==> src/hw/rtl/stc_pkg.sv <==
// ----------------------------------------------------------------------------
// stc_pkg
// Shared types and codes of the scope trigger and capture controller.
// ----------------------------------------------------------------------------
package stc_pkg;

    localparam int MAX_BUFFERS     = 8;
    localparam int MAX_BUFFER_SIZE = 4096;

    localparam int IDX_W   = 4;
    localparam int ACC_W   = 5;
    localparam int SIZE_W  = 13;
    localparam int CNT_W   = 17;
    localparam int TMO_W   = 16;
    localparam int PRE_W   = 3;

    localparam logic [2:0] MODE_START   = 3'd0;
    localparam logic [2:0] MODE_ENABLE  = 3'd1;
    localparam logic [2:0] MODE_DISABLE = 3'd2;
    localparam logic [2:0] MODE_HIT     = 3'd3;
    localparam logic [2:0] MODE_BUF_END = 3'd4;
    localparam logic [2:0] MODE_FULL    = 3'd5;
    localparam logic [2:0] MODE_GET_RD  = 3'd6;
    localparam logic [2:0] MODE_ADV_RD  = 3'd7;

    localparam logic [2:0] ST_DISABLED  = 3'd0;
    localparam logic [2:0] ST_ENABLED   = 3'd1;
    localparam logic [2:0] ST_ARMED     = 3'd2;
    localparam logic [2:0] ST_CAPTURING = 3'd3;
    localparam logic [2:0] ST_DONE      = 3'd4;
    localparam logic [2:0] ST_READING   = 3'd5;

    localparam logic [2:0] REG_COUNT    = 3'd0;
    localparam logic [2:0] REG_SIZE     = 3'd1;
    localparam logic [2:0] REG_PRE      = 3'd2;
    localparam logic [2:0] REG_TIMEOUT  = 3'd3;
    localparam logic [2:0] REG_EDGE     = 3'd4;

    localparam logic [1:0] CMP_OFF      = 2'd0;
    localparam logic [1:0] CMP_BELOW    = 2'd1;
    localparam logic [1:0] CMP_ABOVE    = 2'd2;

    localparam logic [CNT_W-1:0] CNT_MAX = {CNT_W{1'b1}};

    typedef struct packed {
        logic [IDX_W-1:0]  count;
        logic [SIZE_W-1:0] size;
        logic [PRE_W-1:0]  pre;
        logic [TMO_W-1:0]  timeout;
        logic              rising;
    } cfg_t;

    typedef struct packed {
        logic [ACC_W-1:0] sum;
        logic             ge;
        logic [ACC_W-1:0] diff;
    } wrap_res_t;

endpackage

==> src/hw/rtl/stc_cfg_regs.sv <==
// ----------------------------------------------------------------------------
// stc_cfg_regs
// Configuration registers with the clamped ring count and buffer size.
// ----------------------------------------------------------------------------
module stc_cfg_regs (
    input  logic          clk,
    input  logic          rst_n,
    input  logic          wr_en,
    input  logic [2:0]    wr_index,
    input  logic [15:0]   wr_data,
    output stc_pkg::cfg_t cfg
);

    logic [stc_pkg::IDX_W-1:0]  count_reg;
    logic [stc_pkg::SIZE_W-1:0] size_reg;
    logic [stc_pkg::PRE_W-1:0]  pre_reg;
    logic [stc_pkg::TMO_W-1:0]  timeout_reg;
    logic                       rising_reg;

    always_ff @(posedge clk or negedge rst_n)
    begin
        if (!rst_n)
        begin
            count_reg   <= 4'd8;
            size_reg    <= 13'd4096;
            pre_reg     <= 3'd1;
            timeout_reg <= 16'd0;
            rising_reg  <= 1'b1;
        end
        else if (wr_en)
        begin
            unique case (wr_index)
                stc_pkg::REG_COUNT:   count_reg   <= wr_data[3:0];
                stc_pkg::REG_SIZE:    size_reg    <= wr_data[12:0];
                stc_pkg::REG_PRE:     pre_reg     <= wr_data[2:0];
                stc_pkg::REG_TIMEOUT: timeout_reg <= wr_data[15:0];
                stc_pkg::REG_EDGE:    rising_reg  <= wr_data[0];
                default:              ;
            endcase
        end
    end

    always_comb
    begin
        if (count_reg < 4'd2)
            cfg.count = 4'd2;
        else if (32'(count_reg) > stc_pkg::MAX_BUFFERS)
            cfg.count = 4'(stc_pkg::MAX_BUFFERS);
        else
            cfg.count = count_reg;

        if (size_reg < 13'd1)
            cfg.size = 13'd1;
        else if (32'(size_reg) > stc_pkg::MAX_BUFFER_SIZE)
            cfg.size = 13'(stc_pkg::MAX_BUFFER_SIZE);
        else
            cfg.size = size_reg;

        cfg.pre     = pre_reg;
        cfg.timeout = timeout_reg;
        cfg.rising  = rising_reg;
    end

endmodule

==> src/hw/rtl/stc_wrap_unit.sv <==
// ----------------------------------------------------------------------------
// stc_wrap_unit
// Shared ring index unit: add, compare against the ring count, subtract.
// ----------------------------------------------------------------------------
module stc_wrap_unit (
    input  logic [stc_pkg::ACC_W-1:0] a,
    input  logic [1:0]                b,
    input  logic [stc_pkg::IDX_W-1:0] n,
    output stc_pkg::wrap_res_t        res
);

    logic [stc_pkg::ACC_W-1:0] n_ext;

    assign n_ext    = {1'b0, n};
    assign res.sum  = a + {3'b000, b};
    assign res.ge   = (res.sum >= n_ext);
    assign res.diff = res.sum - n_ext;

endmodule

==> src/hw/rtl/scope_trigger_capture_controller.sv <==
// ----------------------------------------------------------------------------
// scope_trigger_capture_controller
// Trigger state machine and ring index control for a sampling scope.
//
//   channel   direction  handshake             payload
//   event     in         evt_valid / evt_stall mode, dma_remaining
//   result    out        res_valid / res_stall trig_state ... running
//   config    in         cfg_valid / cfg_ready cfg_index, cfg_data
//
// Most events run the execute step, then the finish step loads the result
// register; the next event is accepted once the sequencer is idle again. A buffer
// end first subtracts the ring count in the modulo loop of the shared wrap unit,
// then runs the write advance, DMA and timeout steps (only timeout if refused).
// Reset is asynchronous; the trigger state returns to disabled, indices zero.
// A result held by res_stall does not block acceptance of the next event
// until the sequencer needs the result register again.
// ----------------------------------------------------------------------------
module scope_trigger_capture_controller (
    input  logic        clk,
    input  logic        rst_n,
    input  logic        evt_valid,
    output logic        evt_stall,
    input  logic [2:0]  mode,
    input  logic [12:0] dma_remaining,
    output logic        res_valid,
    input  logic        res_stall,
    output logic [2:0]  trig_state,
    output logic        read_valid,
    output logic [2:0]  read_buffer,
    output logic [2:0]  write_buffer,
    output logic [2:0]  next_dma_buffer,
    output logic        write_blocked,
    output logic [2:0]  trigger_buffer,
    output logic [11:0] trigger_sample,
    output logic        timed_out,
    output logic [1:0]  compare_mode,
    output logic        running,
    input  logic        cfg_valid,
    output logic        cfg_ready,
    input  logic [2:0]  cfg_index,
    input  logic [15:0] cfg_data
);

    localparam logic [2:0] S_IDLE = 3'd0;
    localparam logic [2:0] S_EXEC = 3'd1;
    localparam logic [2:0] S_MOD  = 3'd2;
    localparam logic [2:0] S_WADV = 3'd3;
    localparam logic [2:0] S_DMA  = 3'd4;
    localparam logic [2:0] S_TMO  = 3'd5;
    localparam logic [2:0] S_FIN  = 3'd6;

    localparam int IW = stc_pkg::IDX_W;
    localparam int AW = stc_pkg::ACC_W;

    stc_pkg::cfg_t      cfg;
    stc_pkg::wrap_res_t wr;

    logic [2:0]                 seq_reg, seq_next;
    logic [2:0]                 mode_reg;
    logic [12:0]                rem_reg;
    logic [2:0]                 st_reg, st_next;
    logic [IW-1:0]              rd_reg, rd_next;
    logic [IW-1:0]              wr_idx_reg, wr_idx_next;
    logic [IW-1:0]              dma_reg, dma_next;
    logic [stc_pkg::CNT_W-1:0]  cnt_reg, cnt_next;
    logic                       tmo_reg, tmo_next;
    logic [IW-1:0]              tbuf_reg, tbuf_next;
    logic [11:0]                tsmp_reg, tsmp_next;
    logic                       run_reg, run_next;
    logic [AW-1:0]              acc_reg, acc_next;
    logic                       rdv_reg, rdv_next;
    logic                       blk_reg, blk_next;
    logic [AW-1:0]              ua;
    logic [1:0]                 ub;
    logic [IW-1:0]              rd_wrap;
    logic                       waiting;
    logic [13:0]                rem_p1;
    logic [12:0]                smp_full;
    logic                       res_load;

    logic                       res_valid_reg;
    logic [2:0]                 o_state_reg;
    logic                       o_rdv_reg;
    logic [2:0]                 o_rd_reg, o_wr_reg, o_dma_reg, o_tbuf_reg;
    logic                       o_blk_reg, o_tmo_reg, o_run_reg;
    logic [11:0]                o_tsmp_reg;
    logic [1:0]                 o_cmp_reg, cmp_now;

    stc_cfg_regs u_cfg (
        .clk      (clk),
        .rst_n    (rst_n),
        .wr_en    (cfg_valid & cfg_ready),
        .wr_index (cfg_index),
        .wr_data  (cfg_data),
        .cfg      (cfg)
    );

    stc_wrap_unit u_wrap (
        .a   (ua),
        .b   (ub),
        .n   (cfg.count),
        .res (wr)
    );

    assign cfg_ready = 1'b1;
    assign evt_stall = (seq_reg != S_IDLE);
    assign res_load  = (seq_reg == S_FIN) && (!res_valid_reg || !res_stall);
    assign waiting   = (st_reg == stc_pkg::ST_ENABLED) || (st_reg == stc_pkg::ST_ARMED);
    assign rd_wrap   = wr.ge ? '0 : wr.sum[IW-1:0];
    assign rem_p1    = {1'b0, rem_reg} + 14'd1;
    assign smp_full  = cfg.size - rem_reg - 13'd1;

    always_comb
    begin
        ua = {1'b0, rd_reg};
        ub = 2'd1;
        unique case (seq_reg)
            S_MOD:
            begin
                ua = acc_reg;
                ub = 2'd0;
            end
            S_WADV, S_DMA: ua = {1'b0, wr_idx_reg};
            default:       ;
        endcase
    end

    always_comb
    begin
        seq_next    = seq_reg;
        st_next     = st_reg;
        rd_next     = rd_reg;
        wr_idx_next = wr_idx_reg;
        dma_next    = dma_reg;
        cnt_next    = cnt_reg;
        tmo_next    = tmo_reg;
        tbuf_next   = tbuf_reg;
        tsmp_next   = tsmp_reg;
        run_next    = run_reg;
        acc_next    = acc_reg;
        rdv_next    = rdv_reg;
        blk_next    = blk_reg;

        unique case (seq_reg)
            S_IDLE:
            begin
                if (evt_valid)
                begin
                    rdv_next = 1'b0;
                    blk_next = 1'b0;
                    seq_next = S_EXEC;
                end
            end
            S_EXEC:
            begin
                seq_next = S_FIN;
                unique case (mode_reg)
                    stc_pkg::MODE_START:
                    begin
                        wr_idx_next = '0;
                        rd_next     = '0;
                        run_next    = 1'b1;
                        dma_next    = IW'(1);
                    end
                    stc_pkg::MODE_ENABLE:
                    begin
                        if (st_reg == stc_pkg::ST_DISABLED)
                        begin
                            cnt_next = '0;
                            tmo_next = 1'b0;
                            st_next  = stc_pkg::ST_ENABLED;
                            dma_next = IW'(1);
                        end
                    end
                    stc_pkg::MODE_DISABLE:
                    begin
                        if (st_reg == stc_pkg::ST_ENABLED)
                            st_next = stc_pkg::ST_DISABLED;
                    end
                    stc_pkg::MODE_HIT:
                    begin
                        if (st_reg == stc_pkg::ST_ENABLED)
                            st_next = stc_pkg::ST_ARMED;
                        else if (st_reg == stc_pkg::ST_ARMED)
                        begin
                            st_next = stc_pkg::ST_CAPTURING;
                            if (rem_p1 > {1'b0, cfg.size})
                            begin
                                tbuf_next = (wr_idx_reg == '0) ? cfg.count - IW'(1)
                                                               : wr_idx_reg - IW'(1);
                                tsmp_next = 12'(cfg.size - 13'd1);
                            end
                            else
                            begin
                                tbuf_next = wr_idx_reg;
                                tsmp_next = smp_full[11:0];
                            end
                        end
                    end
                    stc_pkg::MODE_BUF_END:
                    begin
                        if (cnt_reg != stc_pkg::CNT_MAX)
                            cnt_next = cnt_reg + 17'd1;
                        if (waiting && (cnt_next >= {14'd0, cfg.pre}))
                            rd_next = rd_wrap;
                        acc_next = {1'b0, wr_idx_reg} + AW'(2);
                        seq_next = S_MOD;
                    end
                    stc_pkg::MODE_FULL:
                    begin
                        if (st_reg == stc_pkg::ST_CAPTURING)
                        begin
                            wr_idx_next = rd_reg;
                            st_next     = stc_pkg::ST_DONE;
                        end
                        run_next = 1'b0;
                    end
                    stc_pkg::MODE_GET_RD:
                    begin
                        if (st_reg == stc_pkg::ST_DISABLED || st_reg == stc_pkg::ST_READING)
                            rdv_next = (rd_reg != wr_idx_reg);
                        else if (st_reg == stc_pkg::ST_DONE)
                        begin
                            rdv_next = 1'b1;
                            st_next  = stc_pkg::ST_READING;
                        end
                    end
                    stc_pkg::MODE_ADV_RD:
                    begin
                        rd_next = rd_wrap;
                        if (rd_wrap == wr_idx_reg && st_reg == stc_pkg::ST_READING)
                            st_next = stc_pkg::ST_DISABLED;
                    end
                    default: ;
                endcase
            end
            S_MOD:
            begin
                if (wr.ge)
                    acc_next = wr.diff;
                else if (acc_reg[IW-1:0] == rd_reg)
                begin
                    blk_next = 1'b1;
                    seq_next = S_TMO;
                end
                else
                    seq_next = S_WADV;
            end
            S_WADV:
            begin
                wr_idx_next = rd_wrap;
                seq_next    = S_DMA;
            end
            S_DMA:
            begin
                dma_next = wr.ge ? wr.diff[IW-1:0] : wr.sum[IW-1:0];
                seq_next = S_TMO;
            end
            S_TMO:
            begin
                if (waiting && cfg.timeout != '0 && cnt_reg > {1'b0, cfg.timeout})
                begin
                    tmo_next  = 1'b1;
                    st_next   = stc_pkg::ST_CAPTURING;
                    tbuf_next = '0;
                    tsmp_next = '0;
                end
                seq_next = S_FIN;
            end
            S_FIN:
            begin
                if (res_load)
                    seq_next = S_IDLE;
            end
            default: seq_next = S_IDLE;
        endcase
    end

    always_ff @(posedge clk or negedge rst_n)
    begin
        if (!rst_n)
        begin
            seq_reg    <= S_IDLE;
            st_reg     <= stc_pkg::ST_DISABLED;
            rd_reg     <= '0;
            wr_idx_reg <= '0;
            dma_reg    <= '0;
            cnt_reg    <= '0;
            tmo_reg    <= 1'b0;
            tbuf_reg   <= '0;
            tsmp_reg   <= '0;
            run_reg    <= 1'b0;
            rdv_reg    <= 1'b0;
            blk_reg    <= 1'b0;
        end
        else
        begin
            seq_reg    <= seq_next;
            st_reg     <= st_next;
            rd_reg     <= rd_next;
            wr_idx_reg <= wr_idx_next;
            dma_reg    <= dma_next;
            cnt_reg    <= cnt_next;
            tmo_reg    <= tmo_next;
            tbuf_reg   <= tbuf_next;
            tsmp_reg   <= tsmp_next;
            run_reg    <= run_next;
            rdv_reg    <= rdv_next;
            blk_reg    <= blk_next;
        end
    end

    always_ff @(posedge clk)
    begin
        acc_reg <= acc_next;
        if (seq_reg == S_IDLE && evt_valid)
        begin
            mode_reg <= mode;
            rem_reg  <= dma_remaining;
        end
    end

    always_comb
    begin
        cmp_now = stc_pkg::CMP_OFF;
        if (st_reg == stc_pkg::ST_ENABLED)
            cmp_now = cfg.rising ? stc_pkg::CMP_BELOW : stc_pkg::CMP_ABOVE;
        else if (st_reg == stc_pkg::ST_ARMED)
            cmp_now = cfg.rising ? stc_pkg::CMP_ABOVE : stc_pkg::CMP_BELOW;
    end

    always_ff @(posedge clk or negedge rst_n)
    begin
        if (!rst_n)
            res_valid_reg <= 1'b0;
        else if (res_load)
            res_valid_reg <= 1'b1;
        else if (!res_stall)
            res_valid_reg <= 1'b0;
    end

    always_ff @(posedge clk)
    begin
        if (res_load)
        begin
            o_state_reg <= st_reg;
            o_rdv_reg   <= rdv_reg;
            o_rd_reg    <= rd_reg[2:0];
            o_wr_reg    <= wr_idx_reg[2:0];
            o_dma_reg   <= dma_reg[2:0];
            o_blk_reg   <= blk_reg;
            o_tbuf_reg  <= tbuf_reg[2:0];
            o_tsmp_reg  <= tsmp_reg;
            o_tmo_reg   <= tmo_reg;
            o_cmp_reg   <= cmp_now;
            o_run_reg   <= run_reg;
        end
    end

    assign res_valid       = res_valid_reg;
    assign trig_state      = o_state_reg;
    assign read_valid      = o_rdv_reg;
    assign read_buffer     = o_rd_reg;
    assign write_buffer    = o_wr_reg;
    assign next_dma_buffer = o_dma_reg;
    assign write_blocked   = o_blk_reg;
    assign trigger_buffer  = o_tbuf_reg;
    assign trigger_sample  = o_tsmp_reg;
    assign timed_out       = o_tmo_reg;
    assign compare_mode    = o_cmp_reg;
    assign running         = o_run_reg;

`ifndef ASSERT_OFF
    a_state_range: assert property (@(posedge clk) disable iff (!rst_n)
        res_valid |-> (trig_state != 3'd6 && trig_state != 3'd7))
        else $error("trigger state out of range");

    a_flags_exclusive: assert property (@(posedge clk) disable iff (!rst_n)
        res_valid |-> !(read_valid && write_blocked))
        else $error("read valid and write blocked in one result");

    a_cmp_code: assert property (@(posedge clk) disable iff (!rst_n)
        res_valid |-> (compare_mode != 2'd3))
        else $error("undefined compare mode");

    a_mod_exit: assert property (@(posedge clk) disable iff (!rst_n)
        seq_reg == S_MOD |=> (seq_reg == S_MOD || seq_reg == S_WADV || seq_reg == S_TMO))
        else $error("modulo loop left to a wrong step");
`endif

endmodule
==> config.mk <==
export PLATFORM = sky130hd
export DESIGN_NAME = scope_trigger_capture_controller
export DESIGN_NICKNAME = d
export VERILOG_FILES = /design/src/hw/rtl/stc_pkg.sv /design/src/hw/rtl/stc_cfg_regs.sv /design/src/hw/rtl/stc_wrap_unit.sv /design/src/hw/rtl/scope_trigger_capture_controller.sv
export SDC_FILE = /design/constraint.sdc
export NUM_CORES = 1
export LEC_CHECK = 0
export ABC_AREA = 1
export BUFFER_PORTS_ARGS = -buffer_cell sky130_fd_sc_hd__buf_2
export CORE_AREA = 2 2 143 145
export DETAILED_ROUTE_END_ITERATION = 10
export DIE_AREA = 0 0 145 147
export PLACE_DENSITY_LB_ADDON = 0.15
export SKIP_CTS_REPAIR_TIMING = 1
export SLEW_MARGIN = 20
export SYNTH_ARGS = -nofsm -noshare
export SYNTH_HDL_FRONTEND = slang
export SYNTH_SLANG_ARGS = --single-unit
==> constraint.sdc <==
create_clock -name clk -period 4 [get_ports clk]
set_input_delay 0.2 -clock clk [delete_from_list [all_inputs] [get_ports clk]]
set_output_delay 0.2 -clock clk [all_outputs]
set_load 0.005 [all_outputs]
==> results of run 1 <==
==> cell usage after synthesis (3+ instances only) <==
cell      count
ha_1         54
nor3_1       27
a21oi_1      47
o22ai_1      11
nor2_1       72
dfrtp_1      87
buf_2         7
a31oi_1       6
inv_2         9
nand3b_1      3
o21ai_0      93
or2_2         4
nor4_1        8
inv_1       146
xor2_1       31
nand4_1      29
clkbuf_1      9
nand3_1      70
edfxtp_1     54
xnor2_1      11
o211ai_1     11
nand2_1     223
nand2_2       9
dfstp_2       4
==> tightest hold or removal path: cells and delay by family <==
family | cells | cell delay, ns
AO/OA/AOI/OAI | 1 | 0.08
buffers and inverters | 2 | 0.16
==> area by class of cell <==
cell class                 instances  area (µm²)
sequential                       145        3910
fill                            1901        9630
inverter                         155         582
multi-input combinational        739        4170
clock buffer                      18         450
timing repair buffer             103         637
tap                              270         338
clock inverter                    14         133
==> power by group <==
part	internal (W)	switching [W]
logic	0.000934	0.00161
clock network	0.000867	0.000699
registers	0.00194	0.000268
==> through the flow <==
step,area (µm²),instances,hold slack [ns],total power [W]
floorplan,8730,1058,-0.0956,0.00397
global placement,9440,1394,0.372,0.00468
detailed placement,9440,1394,0.374,0.00469
CTS,10000,1426,-0.0777,0.00628
global route,10200,1444,0.0400,0.00681
finish,10200,1444,0.0151,0.00632
==> how the worst max path moves through the flow <==
stage / to / depth (start not counted) / start / slack [ns]
after CTS: st_reg[0] / 27 / seq_reg[1] / 0.31
after global routing: st_reg[2] / 27 / seq_reg[2] / -0.03
after floorplan: st_reg[2] / 27 / seq_reg[1] / 0.61
final: st_reg[1] / 27 / seq_reg[2] / 0.32
after global placement: st_reg[2] / 27 / seq_reg[1] / 0.40
after detailed placement: st_reg[0] / 27 / seq_reg[1] / 0.32
==> kinds of logic (layout without fill, tap and decap cells) <==
family,count (synthesis),in the layout
AND/OR/NAND/NOR,455,455
AO/OA/AOI/OAI,185,185
buffers and inverters,174,290
flip-flops,145,145
adder cells (fa/ha/maj),56,56
XOR/XNOR,42,42
other,1,1
==> routing by layer <==
layer	vias up	part of all wire
met1	3326	0.50
met2	156	0.45
met3	28	0.038
met5	-	0
met4	0	0.017
li1	3765	-
==> placed cells by master, fill, tap and decap left out, types with 17 or more instances in the layout <==
| cell | instances |
|---|---|
| dfrtp_1 | 85 |
| clkbuf_16 | 18 |
| nand4_1 | 29 |
| edfxtp_1 | 54 |
| nand3_1 | 70 |
| nor2_1 | 72 |
| a21oi_1 | 46 |
| o21ai_0 | 93 |
| inv_1 | 146 |
| nand2_1 | 223 |
| buf_2 | 73 |
| xor2_1 | 31 |
| nor3_1 | 27 |
| dlygate4sd3_1 | 17 |
| ha_1 | 53 |
==> metrics.txt, run 1 <==
status=finished, final reports clean; worst flop-to-flop path endpoint=st_reg[1]; post-route ant nets=0; nets=1,257; critical path's slowest cell=dfrtp_2; Final Cycle Share=0.919; crit end category=register; # IOs=76; largest net degree at the start of global routing=64; die height=147 µm; post-synthesis mux area share=0; Hold Path Stages=3; delay-heaviest family, CP=simple AND/OR/NAND/NOR gates; Setup WS post-layout=0.322 ns; routed len/inst=~15 µm; Crit path arrival time=between 3 and 4 ns; final core utilization=0.515; Post-Route WL=roughly 22,000 µm; vias=7,275; iteration-0 DRC count of the detailed router=533; DP HPWL=16,600 µm; post-DR vias/cell=5.04; critical path's most frequent cell=nand2_1; CP bufs+invs=3; clock sinks=145; Compound-Gate Fraction of Synth Area=0.118; Worst R2R Start=seq_reg[2]; area leader, netlist=dfrtp_1; count of flip-flops with a built-in enable after synthesis=54; die span in x=~150 µm; YS warnings=0; CTS root buf=clkbuf_16; largest family of logic cells by synthesized area=simple AND/OR/NAND/NOR gates; num rows=52; simple-gate share of the synthesized area=0.233; Yosys cell types=46; synthesized flop and latch total=145; grt met1 use=0.303; Slowest Stage Delay on Critical Path=0.45 ns; routability cong.=0.938; Yosys top cell area share=0.249; startpoint of the worst hold path=cfg_data[12]; Cell Area, Synth=approximately 0.0087 mm²; predominant post-synthesis flop cell=dfrtp_1; CTS tree=done; Overflow after GRT=0; worst vdd ir=349 µV; Worst Skew=around 0.009 ns; fmax=roughly 270 MHz; Crit Path Max Fanout=12; gr busiest metal=met2; leakage=4.87 nW; Antenna diodes=0; Post-Syn Instances=1,058; Setup TNS=0 ns; critical path startpoint category=register; top post-synthesis cells by area=dfrtp_1 (25%), edfxtp_1 (19%), nand2_1 (9.6%); pre-CTS setup slack=0.321 ns; Clk Latency, worst-skew pair=0.42 ns; DRC=0; initial antenna violation count=0; PD cells=618 mW/mm²; final slew viol count=0; max reg flops=17; synthesized area per cell=8.25 µm²; vias in the first global route=6,918; CP required=4.31 ns; detailed-router iteration count before antenna repair=6; Slew HR=0.322; H-Tree Depth=4; total CTS buffers=17; Final Critical Period=approximately 3.7 ns; R2R setup slack=0.32 ns; fraction of layout cells with a size suffix above 1=0.136; Hold Crit Class=in -> reg; Worst-Margin Slew=slightly above 1 ns; synthesis-to-layout area growth=17.0%; asr flop ratio synth=0.628; number of max-cap violations=0; met3 GRT Util=0.0273; Post-Synth XOR/XNOR Area=0.0421; All-Layer GR Usage=0.209; first-pass GRT wire length=35,700 µm; Fin. Hold Viols=0; adder-cell share of the synthesized area=0.0820; Clock transition at path regs=0.07 ns; I/O Buffers=74; met2 Resource Use GR=0.330; # setup viols final=0; Max Buffers Root-to-Sink=2; syn_nets=between 1k and 1.5k; full die area=between 0.02 and 0.025 mm²; Initial Util=0.440; critical path class=reg -> reg; core area=roughly 0.020 mm²; Worst Hold Path EP=u_cfg.size_reg[12]; sequential fraction of the synthesis area=0.447; Reg2Reg Depth=27
No activity file was read; power rests on OpenSTA's default activity.
==> inputs of run 2 (changes only) <==
- CORE_AREA: 2 2 143 145 -> 2 2 146 148
- DIE_AREA: 0 0 145 147 -> 0 0 148 150
- SYNTH_HIERARCHICAL: default -> 1
==> metrics.txt, run 2 <==
worst flop-to-flop path endpoint=st_reg[2]; DP HPWL=17,000 µm; crit end category=register; top post-synthesis cells by area=dfrtp_1 (24%), edfxtp_1 (18%), nand2_1 (9.9%); vias=7,484; Clk Latency, worst-skew pair=0.42 ns; final core utilization=0.523; area leader, netlist=dfrtp_1; pre-CTS setup slack=between 0.01 and 0.015 ns; leakage=5.11 nW; routed len/inst=14.7 µm; critical path startpoint category=register; core area=0.0207 mm²; synthesized flop and latch total=145; Antenna diodes=0; Post-Synth XOR/XNOR Area=0.0450; worst vdd ir=411 µV; Setup WS post-layout=0.273 ns; Crit path arrival time=4.03 ns; Worst R2R Start=seq_reg[2]; fraction of layout cells with a size suffix above 1=0.181; RSZ-0062 raised after global routing=true; YS warnings=6; Fin. Hold Viols=0; most frequent cell after synthesis=nand2_1; fmax=roughly 270 MHz; Worst Skew=approximately 0.009 ns; # IOs=76; simple-gate share of the synthesized area=0.236; nets=roughly 1.3k; routability cong.=between 0.9 and 1; post-route ant nets=0; Hold Crit Class=in -> reg; initial antenna violation count=0; asr flop ratio synth=0.628; H-Tree Depth=4; Compound-Gate Fraction of Synth Area=0.127; first-pass GRT wire length=35,800 µm; Crit Path Max Fanout=5; Post-Route WL=22,100 µm; largest net degree at the start of global routing=66; full die area=between 0.02 and 0.025 mm²; Final Cycle Share=0.932; max reg flops=17; Yosys cell types=59; Reg2Reg Depth=24; sequential fraction of the synthesis area=0.426; Final Critical Period=approximately 3.7 ns; total CTS buffers=17; Yosys top cell area share=0.238; Clock transition at path regs=0.06 ns; most frequent cells in the layout=nand2_1 (236), inv_1 (154), nor2_1 (91); Post-Syn Instances=1,106; Worst-Margin Slew=1.00 ns; Max Buffers Root-to-Sink=2; synthesis-to-layout area growth=18.2%; largest family of logic cells by synthesized area=simple AND/OR/NAND/NOR gates; cell area after layout=between 0.01 and 0.015 mm²; Post-synth top cells=nand2_1 (242), inv_1 (156), nor2_1 (95); Setup TNS=0 ns; vias in the first global route=slightly above 7k; most common cell after layout, fill and taps aside=nand2_1; num rows=53; R2R setup slack=around 0.27 ns; PD cells=727 mW/mm²; adder-cell share of the synthesized area=0.0803; die height=150 µm; iteration-0 DRC count of the detailed router=555; clock sinks=145; DRC=0; cell area after placement=0.00990 mm²; die span in x=approximately 150 µm; Initial Util=0.443; placed cells=~1.5k; worst setup path start=seq_reg[2]; final slew viol count=0; post-synthesis mux area share=0; post-DR vias/cell=4.97; number of max-cap violations=0; CTS root buf=clkbuf_16; # setup viols final=0; Overflow after GRT=0; status=finished, final reports clean; count of flip-flops with a built-in enable after synthesis=54; synthesized area per cell=8.28 µm²; I/O Buffers=74; Cell Area, Synth=0.00916 mm²; detailed-router iteration count before antenna repair=5; predominant post-synthesis flop cell=dfrtp_1; Cell Count, Final, Fillers Out=between 1.5k and 2k; All-Layer GR Usage=0.205; CTS tree=done; Critical Path End=st_reg[2]; critical path class=reg -> reg; CP required=between 4 and 5 ns; Slew HR=0.330
[run 2: worst min path at each step]
stage | startpoint | end | cells after the start | slack [ns]
5_1_grt | cfg_data[12] | u_cfg/size_reg[12] | 3 | 0.01
4_1_cts | rst_n | rdv_reg | 1 | -0.09
3_5_place_dp | rst_n | rdv_reg | 1 | 0.36
6_report | cfg_data[14] | u_cfg/timeout_reg[14] | 3 | 0.008
3_3_place_gp | rst_n | rdv_reg | 1 | 0.36
2_1_floorplan | rst_n | blk_reg | 0 | -0.1
[run 2: final cells by class]
cell class                 instances  area [µm²]
timing repair buffer             113         724
inverter                         167         629
sequential                       145        3910
fill                            1998        9870
tap                              275         344
clock buffer                      19         433
multi-input combinational        774        4620
clock inverter                    13         163
[run 2: critical path, stage by stage (launching register included)]
cell      delay [ns]
dfrtp_2         0.44
nor2_1          0.18
nand2_1         0.13
nand2_4         0.10
nor2_4          0.05
a22oi_2         0.13
o21ai_1         0.09
ha_2            0.19
fa_2            0.41
xor2_4          0.21
ha_4            0.29
a21oi_4         0.15
nand2_1         0.08
nand2_1         0.08
nand2_2         0.07
inv_4           0.08
nand2_4         0.05
a221oi_2        0.26
nand3_1         0.12
nand2_1         0.07
nand2_1         0.06
nor2_2          0.12
nand2_2         0.10
nand2_1         0.06
o21ai_1         0.06
[run 2: report_power, final]
part | total (W) | switching, W | leakage, nW | internal, W
Sequential | 0.00236 | 0.000329 | 1.69 | 0.00203
Clock | 0.00160 | 0.000621 | 0.285 | 0.000981
Combinational | 0.00391 | 0.00239 | 3.14 | 0.00152
Total | 0.00787 | 0.00334 | 5.11 | 0.00453
[run 2: logic make-up (layout without fill, tap and decap cells)]
| kind of cell | count (synthesis) | count (layout) |
|---|---|---|
| buf+inv | 188 | 312 |
| simple gates | 481 | 481 |
| flops | 145 | 145 |
| compound gates | 186 | 186 |
| other cells | 2 | 3 |
| fa+ha+maj | 57 | 57 |
| xor+xnor | 47 | 47 |
[run 2: routing by layer]
layer | vias up | track usage | part of all wire
met3 | 24 | 0.0305 | 0.043
met1 | 3414 | 0.293 | 0.49
met4 | 0 | 0.0567 | 0.014
li1 | 3877 | - | -
met2 | 169 | 0.326 | 0.45
met5 | - | 0 | 0
[run 2: metrics by stage]
| step | power (W) | hold slack, ns |
|---|---|---|
| after global placement | 0.00585 | 0.358 |
| after CTS | 0.00754 | -0.0932 |
| after detailed placement | 0.00590 | 0.361 |
| after floorplan | 0.00479 | -0.0956 |
| after global routing | 0.00853 | 0.0144 |
| final | 0.00787 | 0.00839 |
==> inputs of run 3 (changes only) <==
- CORE_AREA: 2 2 146 148 -> 2 2 168 129
- DIE_AREA: 0 0 148 150 -> 0 0 170 131
- clock period: 4 -> 3.75 ns (I/O delays scaled with it)
==> metrics.txt, run 3 (same netlist as run 2, synthesis figures left out) <==
synthesis-to-layout area growth=20.8%; first-pass GRT wire length=37,000 µm; Clk Latency, worst-skew pair=0.43 ns; CP bufs+invs=4; H-Tree Depth=4; Hold Crit Class=in -> reg; DRC=0; num rows=46; hold_ws=approximately 0.000014 ns; CP required=between 4 and 5 ns; delay-heaviest family, CP=simple AND/OR/NAND/NOR gates; Crit Path Max Fanout=5; worst flop-to-flop path endpoint=st_reg[2]; CTS root buf=clkbuf_16; Overflow after GRT=0; critical path class=reg -> reg; post-DR vias/cell=5.10; post-route ant nets=0; sequential fraction of design power=0.282; I/O Buffers=74; Sw Ratio=0.438; routed len/inst=15.4 µm; worst setup path start=seq_reg[0]; critical path's slowest cell=dfrtp_1; Final Cycle Share=1.00; # IOs=76; Antenna diodes=0; clock sinks=145; vias=7,771; vias in the first global route=6,998; failing checks=setup timing; routability cong.=0.929; core area=0.0207 mm²; Clock transition at path regs=0.07 ns; largest net degree at the start of global routing=34; PD cells=805 mW/mm²; Net Sw Power=0.00390 W; status=finished, violations left; Max Buffers Root-to-Sink=2; area of the multi-input gates=0.00468 mm²; initial antenna violation count=0; All-Layer GR Usage=0.215; Initial Util=0.442; total CTS buffers=17; fmax=266 MHz; critical path startpoint category=register; fill count=1,979; Fin. Hold Viols=0; startpoint of the worst hold path=cfg_data[15]; Worst-Margin Slew=1.00 ns; Worst R2R Start=seq_reg[0]; Reg area=0.00390 mm²; DP HPWL=17,700 µm; Post-Route WL=between 20,000 and 25,000 µm; final core utilization=0.534; Crit path arrival time=4.07 ns; fraction of layout cells with a size suffix above 1=0.207; Setup WS post-layout=-0.00927 ns; RSZ-0062 raised after global routing=true; Setup TNS=-0.00983 ns; clock share of power=0.182; Worst Skew=0.0169 ns; worst vdd ir=452 µV; Worst Hold Path EP=u_cfg/timeout_reg[15]; iteration-0 DRC count of the detailed router=approximately 570; critical path's most frequent cell=nand2_4; R2R setup slack=-0.009 ns; Pint=0.00500 W; final slew viol count=0; most frequent cells in the layout=nand2_1 (228), inv_1 (154), nor2_1 (90); max reg flops=17; Hold Path Stages=3; detailed-router iteration count before antenna repair=5; # setup viols final=2; number of max-cap violations=0; combinational power share=0.536; crit end category=register; leakage=5.25 nW; die span in x=170 µm; Reg2Reg Depth=28; CTS tree=done; full die area=0.0223 mm²; die height=131 µm; Slowest Stage Delay on Critical Path=0.42 ns; nets=around 1.3k; Slew HR=0.329; most common cell after layout, fill and taps aside=nand2_1; Final Critical Period=about 3.8 ns
[run 3: changes by cell type in the layout (fill, tap and decap cells not counted), moves of 3 or more]
cell / change
nand2_1: -8
bufinv_16: -3
nand2_4: +3
nand2_2: +5
buf_4: +25
inv_6: +4
[run 3: power by group through the flow]
stage	Sequential, W	Clock [W]	Combinational [W]
2_1_floorplan	0.00244	0	0.00269
3_3_place_gp	0.00252	0	0.00399
3_5_place_dp	0.00253	0	0.00401
4_1_cts	0.00250	0.00165	0.00404
5_1_grt	0.00257	0.00172	0.00527
6_report	0.00251	0.00162	0.00477
[run 3: worst min-delay path, cell delays in order]
cell and delay, ns:
buf_2 0.09, inv_1 0.04, o21ai_1 0.06
[run 3: worst max-delay path by stage]
stage / to / depth (start not counted)
floorplan: st_reg[0] / 22
global placement: st_reg[2] / 26
detailed placement: st_reg[0] / 26
CTS: st_reg[0] / 26
global route: st_reg[2] / 24
finish: st_reg[2] / 28
[run 3: stage by stage]
step           worst slack, ns  instances  total power (W)  instance area, µm²
6_report              -0.00927       1523          0.00891               11100
3_3_place_gp           -0.0839       1461          0.00652               10000
3_5_place_dp            -0.151       1461          0.00654               10000
4_1_cts                 -0.170       1493          0.00819               10600
5_1_grt                 -0.292       1523          0.00956               11100
2_1_floorplan          0.00870       1107          0.00513                9180
[run 3: metal layers]
metal	vias up	track usage	share of wire
met5	-	0	0
li1	3935	-	-
met1	3585	0.331	0.52
met3	22	0.0404	0.062
met2	229	0.310	0.40
met4	0	0.0568	0.013
[run 3: area by class of cell]
cell class,count,share of cell area
Timing Repair Buffer,141,0.0866
Clock buffer,18,0.0397
Inverter,167,0.0569
Tap cell,264,0.0299
Multi-Input combinational cell,774,0.423
Clock inverter,14,0.0107
Sequential cell,145,0.353
